**config.mk**
```make
export PLATFORM = sky130hd
export DESIGN_NAME = point_charge_potential_sum_flat
export DESIGN_NICKNAME = d
export VERILOG_FILES = /design/src/rtl/core/pcps_pkg.sv /design/src/rtl/core/pcps_if.sv /design/src/rtl/core/point_charge_potential_sum.sv /design/src/flat_wrapper.sv
export SDC_FILE = /design/constraint.sdc
export NUM_CORES = 2
export LEC_CHECK = 0
export BUFFER_PORTS_ARGS = -buffer_cell sky130_fd_sc_hd__buf_2
export CAP_MARGIN = 20
export CORE_ASPECT_RATIO = 1.2
export CORE_UTILIZATION = 55
export CTS_BUF_LIST = sky130_fd_sc_hd__clkbuf_4
export DETAILED_ROUTE_END_ITERATION = 6
export GPL_ROUTABILITY_DRIVEN = 0
export GPL_TIMING_DRIVEN = 1
export PLACE_DENSITY = 0.73
export SLEW_MARGIN = 20
export SYNTH_ARGS = -nofsm -noshare
export SYNTH_HDL_FRONTEND = slang
export SYNTH_SLANG_ARGS = --single-unit
```
**constraint.sdc**
```tcl
create_clock -name clk -period 18.8 [get_ports clk]
set_clock_uncertainty 0.15 [all_clocks]
set_input_delay 3.76 -clock clk [delete_from_list [all_inputs] [get_ports clk]]
set_output_delay 3.76 -clock clk [all_outputs]
set_load 0.05 [all_outputs]
```
**src/rtl/core/pcps_pkg.sv**
```systemverilog
// Package for the point-charge potential summation block.
// Holds the sequencer state type and fixed field widths; no dependencies.
`timescale 1ns / 1ps
package pcps_pkg;
	localparam int CoordW = 32;
	localparam int ChargeW = 16;
	localparam int SumW = 48;

	typedef enum logic [2:0] {
		ST_IDLE,
		ST_SQUARE,
		ST_ROOT,
		ST_DIVIDE,
		ST_ACCUM,
		ST_OUTPUT
	} pcps_state_t;
endpackage

```
**src/rtl/core/pcps_if.sv**
```systemverilog
// Valid/ready channel interface used by the potential summation block.
// Depends on nothing; payload width is a parameter.
`timescale 1ns / 1ps
interface pcps_if #(parameter int W = 8);
	logic valid;
	logic ready;
	logic [W-1:0] data;
	modport source(output valid, output data, input ready);
	modport sink(input valid, input data, output ready);
endinterface

```
**src/rtl/core/point_charge_potential_sum.sv**
```systemverilog
// Point-charge potential summation: top level.
// Depends on pcps_pkg and pcps_if.
`timescale 1ns / 1ps
// Each accepted item adds -charge/|grid-atom| to a running Q(48-S).S sum;
// an item with last_atom set emits the total and clears the sum. Items are
// worked one at a time by a bit-serial sequencer: three 33-bit squarings
// (shift-and-add), a two-bits-per-cycle square root of the 68-bit sum of
// squares, a rounding step and a restoring divide with one quotient bit per
// cycle, an accumulate step and an output step. The result register parts
// the output from the core: a waiting result holds the core in its output
// state only when the next result is ready to be written and the previous
// one has not been taken.
// Input payload layout: {last_atom, atom_charge, atom_z, atom_y, atom_x,
// grid_z, grid_y, grid_x} with grid_x in the low bits. Output: {saturated,
// potential}.
module point_charge_potential_sum
	import pcps_pkg::*;
#(
	parameter int COORD_FRAC_BITS = 16,
	parameter int SUM_FRAC_BITS = 24
) (
	input logic clk,
	input logic arst_n,
	pcps_if.sink in_ch,
	pcps_if.source out_ch
);
	localparam int DiffW = CoordW + 1;
	localparam int SqW = 2 * DiffW;
	localparam int RootW = DiffW + 1;
	localparam int NumSh = COORD_FRAC_BITS + SUM_FRAC_BITS - 8;
	localparam int QW = 64;

	pcps_state_t state_q, state_d;
	logic [6:0] cnt_q;
	logic [DiffW-1:0] d_q [3];
	logic [1:0] axis_q;
	logic [DiffW-1:0] mplr_q;
	logic [SqW-1:0] prod_q;
	logic [SqW+1:0] sq_q;
	logic [SqW+1:0] rad_q;
	logic [RootW-1:0] root_q;
	logic [RootW+2:0] rem_q;
	logic [QW-1:0] num_q;
	logic [QW-1:0] quo_q;
	logic [RootW+1:0] drem_q;
	logic rnd_q;
	logic [ChargeW-1:0] q_q;
	logic last_q;
	logic signed [SumW-1:0] sum_q;
	logic sat_q;
	logic [SumW:0] res_q;
	logic res_v_q;
	logic out_free;

	// Input unpacking and absolute differences.
	logic signed [DiffW-1:0] df [3];
	always_comb begin
		for (int i = 0; i < 3; i++) begin
			df[i] = $signed({in_ch.data[i*CoordW+CoordW-1],
				in_ch.data[i*CoordW +: CoordW]})
				- $signed({in_ch.data[(i+3)*CoordW+CoordW-1],
				in_ch.data[(i+3)*CoordW +: CoordW]});
			if (df[i][DiffW-1])
				df[i] = -df[i];
		end
	end

	// The result register can take a new result when empty or being read.
	assign out_free = !res_v_q || out_ch.ready;
	assign in_ch.ready = (state_q == ST_IDLE);
	assign out_ch.valid = res_v_q;
	assign out_ch.data = res_q;

	// Root step and divide step datapaths.
	logic [RootW+2:0] rtrial, rshift;
	logic [RootW+1:0] dshift;
	logic [QW-1:0] term;
	logic [SumW:0] room;
	always_comb begin
		rshift = {rem_q[RootW:0], rad_q[SqW+1 -: 2]};
		rtrial = {root_q, 2'b01};
		dshift = {drem_q[RootW:0], num_q[QW-1]};
		term = quo_q;
		room = {sum_q[SumW-1], sum_q} + {1'b0, 1'b1, {(SumW-1){1'b0}}};
	end

	// Next-state logic.
	always_comb begin
		state_d = state_q;
		unique case (state_q)
			ST_IDLE: if (in_ch.valid && in_ch.ready) state_d = ST_SQUARE;
			ST_SQUARE: if (cnt_q == 7'(DiffW - 1) && axis_q == 2'd2) state_d = ST_ROOT;
			ST_ROOT: if (cnt_q == 7'(RootW - 1)) state_d = ST_DIVIDE;
			ST_DIVIDE: if (cnt_q == 7'(QW - 1)) state_d = ST_ACCUM;
			ST_ACCUM: state_d = ST_OUTPUT;
			ST_OUTPUT: if (!last_q || out_free) state_d = ST_IDLE;
			default: state_d = ST_IDLE;
		endcase
	end

	always_ff @(posedge clk or negedge arst_n) begin
		if (!arst_n) begin
			state_q <= ST_IDLE;
			sum_q <= '0;
			sat_q <= 1'b0;
			res_v_q <= 1'b0;
			cnt_q <= '0;
			axis_q <= '0;
			rnd_q <= 1'b0;
		end else begin
			state_q <= state_d;
			// A new result fills the register; a taken one empties it.
			if (state_q == ST_OUTPUT && last_q && out_free)
				res_v_q <= 1'b1;
			else if (out_ch.valid && out_ch.ready)
				res_v_q <= 1'b0;
			case (state_q)
				ST_IDLE: begin
					cnt_q <= '0;
					axis_q <= '0;
					if (in_ch.valid && in_ch.ready) begin
						for (int i = 0; i < 3; i++)
							d_q[i] <= DiffW'(df[i]);
						mplr_q <= DiffW'(df[0]);
						prod_q <= '0;
						sq_q <= '0;
						q_q <= in_ch.data[6*CoordW +: ChargeW];
						last_q <= in_ch.data[6*CoordW+ChargeW];
					end
				end
				ST_SQUARE: begin
					// One multiplier bit per cycle, shift-and-add.
					if (cnt_q == 7'(DiffW - 1)) begin
						cnt_q <= '0;
						sq_q <= sq_q + (SqW+2)'(mplr_q[DiffW-1] ?
							{prod_q[SqW-1:0], 1'b0} + SqW'(d_q[axis_q])
							: {prod_q[SqW-1:0], 1'b0});
						prod_q <= '0;
						if (axis_q != 2'd2) begin
							axis_q <= axis_q + 2'd1;
						end else begin
							rem_q <= '0;
							root_q <= '0;
						end
						mplr_q <= d_q[(axis_q == 2'd2) ? 2'd2 : axis_q + 2'd1];
					end else begin
						cnt_q <= cnt_q + 7'd1;
						prod_q <= mplr_q[DiffW-1] ?
							{prod_q[SqW-2:0], 1'b0} + SqW'(d_q[axis_q])
							: {prod_q[SqW-2:0], 1'b0};
						mplr_q <= {mplr_q[DiffW-2:0], 1'b0};
					end
					if (cnt_q == 7'(DiffW - 1) && axis_q == 2'd2)
						rad_q <= sq_q + (SqW+2)'(mplr_q[DiffW-1] ?
							{prod_q[SqW-1:0], 1'b0} + SqW'(d_q[2])
							: {prod_q[SqW-1:0], 1'b0});
				end
				ST_ROOT: begin
					// Two radicand bits per cycle.
					rad_q <= {rad_q[SqW-1:0], 2'b00};
					if (rshift >= rtrial) begin
						rem_q <= rshift - rtrial;
						root_q <= {root_q[RootW-2:0], 1'b1};
					end else begin
						rem_q <= rshift;
						root_q <= {root_q[RootW-2:0], 1'b0};
					end
					cnt_q <= (cnt_q == 7'(RootW - 1)) ? '0 : cnt_q + 7'd1;
					if (cnt_q == 7'(RootW - 1)) begin
						num_q <= (QW'(q_q) << NumSh);
						drem_q <= '0;
						quo_q <= '0;
						rnd_q <= 1'b1;
					end
				end
				ST_DIVIDE: begin
					// Restoring divide, one quotient bit per cycle; a leading
					// step folds in half the divisor for rounding.
					if (rnd_q) begin
						num_q <= num_q + QW'(root_q >> 1);
						rnd_q <= 1'b0;
					end else begin
						num_q <= {num_q[QW-2:0], 1'b0};
						if (dshift >= (RootW+2)'(root_q)) begin
							drem_q <= dshift - (RootW+2)'(root_q);
							quo_q <= {quo_q[QW-2:0], 1'b1};
						end else begin
							drem_q <= dshift;
							quo_q <= {quo_q[QW-2:0], 1'b0};
						end
						cnt_q <= cnt_q + 7'd1;
					end
				end
				ST_ACCUM: begin
					cnt_q <= '0;
					if (root_q == '0 || term > QW'(room)) begin
						sum_q <= {1'b1, {(SumW-1){1'b0}}};
						sat_q <= 1'b1;
					end else begin
						sum_q <= sum_q - SumW'(term);
					end
				end
				ST_OUTPUT: begin
					if (last_q && out_free) begin
						res_q <= {sat_q, sum_q};
						sum_q <= '0;
						sat_q <= 1'b0;
					end
				end
				default: ;
			endcase
		end
	end
endmodule

```
**src/flat_wrapper.sv**
```systemverilog
// flat-port wrapper written by rule: the top's interface ports become plain ports
module point_charge_potential_sum_flat import pcps_pkg::*;
#(
	parameter int COORD_FRAC_BITS = 16,
	parameter int SUM_FRAC_BITS = 24
)
  (clk, arst_n, in_ch_valid, in_ch_data, in_ch_ready, out_ch_valid, out_ch_data, out_ch_ready);
  pcps_if #(.W((6 * CoordW + ChargeW + 1))) in_ch_i ();
  pcps_if #(.W((SumW + 1))) out_ch_i ();
  input logic clk;
  input logic arst_n;
  input wire logic [$bits(in_ch_i.valid)-1:0] in_ch_valid;
  input wire logic [$bits(in_ch_i.data)-1:0] in_ch_data;
  output wire logic [$bits(in_ch_i.ready)-1:0] in_ch_ready;
  output wire logic [$bits(out_ch_i.valid)-1:0] out_ch_valid;
  output wire logic [$bits(out_ch_i.data)-1:0] out_ch_data;
  input wire logic [$bits(out_ch_i.ready)-1:0] out_ch_ready;
  assign in_ch_i.valid = in_ch_valid;
  assign in_ch_i.data = in_ch_data;
  assign in_ch_ready = in_ch_i.ready;
  assign out_ch_valid = out_ch_i.valid;
  assign out_ch_data = out_ch_i.data;
  assign out_ch_i.ready = out_ch_ready;
  point_charge_potential_sum #(.COORD_FRAC_BITS(COORD_FRAC_BITS), .SUM_FRAC_BITS(SUM_FRAC_BITS)) u_core (.clk(clk), .arst_n(arst_n), .in_ch(in_ch_i), .out_ch(out_ch_i));
endmodule
```
==> out/results.tsv <==
metric	value	unit
outcome	finished with violations	
failed_checks	design-rule violations	
clk_pin_slew	80	ps
ys_seq_elements	695	
cpMostUsedCell	a21o_1	
rr_endpoint	u_core.sq_q[61]$_SDFFCE_PN0P_	
cts_max_path_buffers	3	
die_w	295	um
tightest_slew	1210	ps
synth_top_area_share	33.4	%
cts_hold_buf	0	
ant_nets	0	
critPathTopFamily	compound AO/OA/AOI/OAI gates	
place_area	59100	sq um
layoutNonFillerInstCount	8046	
max-cap-violations	0	
final_cell_area	61500	sq um
synthFlopType	edfxtp_1	
holdPathStages	0	
wirelength	143000	um
cts-resized-gates	0	
setup_violations	0	
nets	7259	
yosys_warnings	0	
post_cts_buffers	0	
syn_area_per_cell	9.00	sq um
cp.required	19530	ps
drc	2	
synth_cells	6312	
nFillCells	8916	
synth_area_leaders	edfxtp_1, ha_1, a21oi_1	
rows	128	
fmax	119	MHz
seqCellArea	20600	sq um
post-route-period-util	44.6	%
multi_input_area	34000	sq um
grt_pass1_wl	228000	um
crit_path_top_delay_cell	a21boi_1	
core_area	102000	sq um
max_stage_delay	650	ps
vias	47600	
dpl.cell_count	7717	
numCtsBuffers	182	
start_kind	register	
reg2regPathDepth	29	
setup_ws	10410	ps
power_density	124	nW/um^2
netlist_area	56800	sq um
fin_tns_setup	0	ps
worstPathMaxFanout	35	
timing.rr.start	u_core.axis_q[0]$_DFFE_PN0P_	
wl_met2	68300	um
yosysSeqAreaShare	36.2	%
hold_start	u_core.sat_q$_DFFE_PN0P_	
cts_htree_levels	4	
path_class	register to register	
met3_length	7690	um
antenna_found_initial	3	
clk-insertion-delay-late	1200	ps
hold_class	register to register	
via_per_inst	5.91	
timing.final.hold_violations	0	
io_pins	264	
met1_length	60400	um
grt_usage	26.8	%
worst_hold_path.endpoint	u_core.out_ch.data[48]$_DFFE_PP_	
numPortBuffers	263	
async_reset_ff_share	9.06	%
ys_types	104	
worstPathArrival	9120	ps
synth_edf_count	632	
wl_per_cell	17.7	um
drt_iter0_drc	3085	
top_signal_layer_used	met5	
final-max-slew-violation-count	0	
clkSinkCount	695	
die_h	354	um
finalCriticalPeriod	8390	ps
drive_above_1_share	10.3	%
grt-ovfl-total	0	
grt_pass1_vias	45600	
root_buffer	clkbuf_4	
place_ws	10490	ps
end_kind	register	
rsz0062_at_grt	false	
max_slew_margin	18.6	%
start_util	55.8	%
synth_nets	7035	
synth_largest_area_cell	edfxtp_1	
ir_drop	84.1	uV
hpwlAfterDp	107000	um
rrSetupSlack	10410	ps
grt_start_max_net_pins	83	
p_leak	26.7	nW
die_area	105000	sq um
firstDrtPassIters	7	
cts_tree	yes	
syn_to_final_growth	8.29	%
cp.buffers_inverters	2	
power breakdown:
part	leakage [nW]	internal [W]	switching (W)
Sequential	6.83	0.00209	0.000190
Combinational	18.5	0.00167	0.00234
Clock	1.38	0.000673	0.000680
Total	26.7	0.00444	0.00321
metal layers:
layer	vias to the layer above	GRT usage, %
met2	1488	45.6
met4	2	13.1
met1	22200	33.1
li1	23500	-
met5	-	0
met3	328	3.94
placed cells by master (no fill, tap or decap), types with 132 or more instances in the layout:
| cell type | n |
|---|---|
| a21o_1 | 330 |
| nand2_1 | 499 |
| edfxtp_1 | 632 |
| mux2i_1 | 132 |
| o21ai_0 | 370 |
| ha_1 | 499 |
| xnor2_1 | 325 |
| clkbuf_4 | 262 |
| inv_1 | 356 |
| nor2_1 | 600 |
| buf_2 | 262 |
| xor2_1 | 230 |
| nor2b_1 | 148 |
| a21oi_1 | 597 |
cell usage after synthesis, drive strengths merged, types with 33 or more instances:
master and count:
clkbuf 228, xor2 230, nor3 75, nand2 503
mux2i 132, o31ai 42, a31oi 57, nor4 33
a211oi 58, o21bai 59, nor2 602, xnor2 326
o21ai 389, or3 39, and2 60, and3 66
edfxtp 632, o211ai 41, nand4 91, o21a 70
inv 356, nand2b 74, a21o 331, a21oi 599
dfrtp 63, ha 500, nand3 122, nor2b 150
sequential cells by signal (all words and copies together) (netlist names), 3 cells and up:
name / cells
u_core.d_q: 99
u_core.rad_q: 68
u_core.sq_q: 68
u_core.prod_q: 66
u_core.num_q: 64
u_core.quo_q: 64
u_core.out_ch.data: 49
u_core.sum_q: 48
u_core.drem_q: 35
u_core.rem_q: 35
u_core.root_q: 34
u_core.mplr_q: 33
u_core.q_q: 16
u_core.cnt_q: 7
u_core.state_q: 3
worst register-to-register path, delay by kind of cell (launching register included):
family,cells,cell delay (ps)
mux,2,520
flops,1,340
simple gates,3,610
fa+ha+maj,2,590
compound gates,19,5190
buf+inv,2,520
xor+xnor,1,190
through the flow:
| stage | total power, W | hold WS (ps) | util (%) |
|---|---|---|---|
| floorplan | 0.00537 | 275 | - |
| global placement | 0.00617 | 327 | 58.1 |
| detailed placement | 0.00625 | 312 | 58.1 |
| CTS | 0.00763 | 332 | 60.4 |
| global route | 0.00821 | 349 | 60.4 |
| finish | 0.00765 | 333 | 60.4 |
worst max-delay path by stage:
stage / end / slack (ps) / startpoint / depth (start not counted)
floorplan: u_core.sq_q[0]$_SDFFCE_PN0P_ / 10010 / in_ch_valid / 3
global placement: u_core.sq_q[61]$_SDFFCE_PN0P_ / 10550 / u_core.axis_q[0]$_DFFE_PN0P_ / 29
detailed placement: u_core.sq_q[61]$_SDFFCE_PN0P_ / 10490 / u_core.axis_q[0]$_DFFE_PN0P_ / 29
CTS: u_core.sq_q[61]$_SDFFCE_PN0P_ / 10450 / u_core.axis_q[0]$_DFFE_PN0P_ / 29
global route: u_core.sq_q[61]$_SDFFCE_PN0P_ / 10040 / u_core.axis_q[0]$_DFFE_PN0P_ / 29
finish: u_core.sq_q[61]$_SDFFCE_PN0P_ / 10410 / u_core.axis_q[0]$_DFFE_PN0P_ / 29
cell type report:
| cell class | count | share of cell area, % |
|---|---|---|
| diodes | 4 | 0.0163 |
| multi-input cells | 5006 | 55.3 |
| inverters | 356 | 2.17 |
| repair buffers | 295 | 2.54 |
| flip-flops and latches | 695 | 33.4 |
| clock buffers | 262 | 3.20 |
| well taps | 1365 | 2.78 |
| clock inverters | 63 | 0.590 |
cells by family after synthesis:
logic type | share of synthesized area (%)
muxes | 2.49
xor gates and xnor gates | 8.59
and+or+nand+nor | 16.4
AOI/OAI and AO/OA | 20.9
adders and majority gates | 11.4
DFF | 36.2
buffers and inverters | 4.09
(Power assumes the default switching activity.)
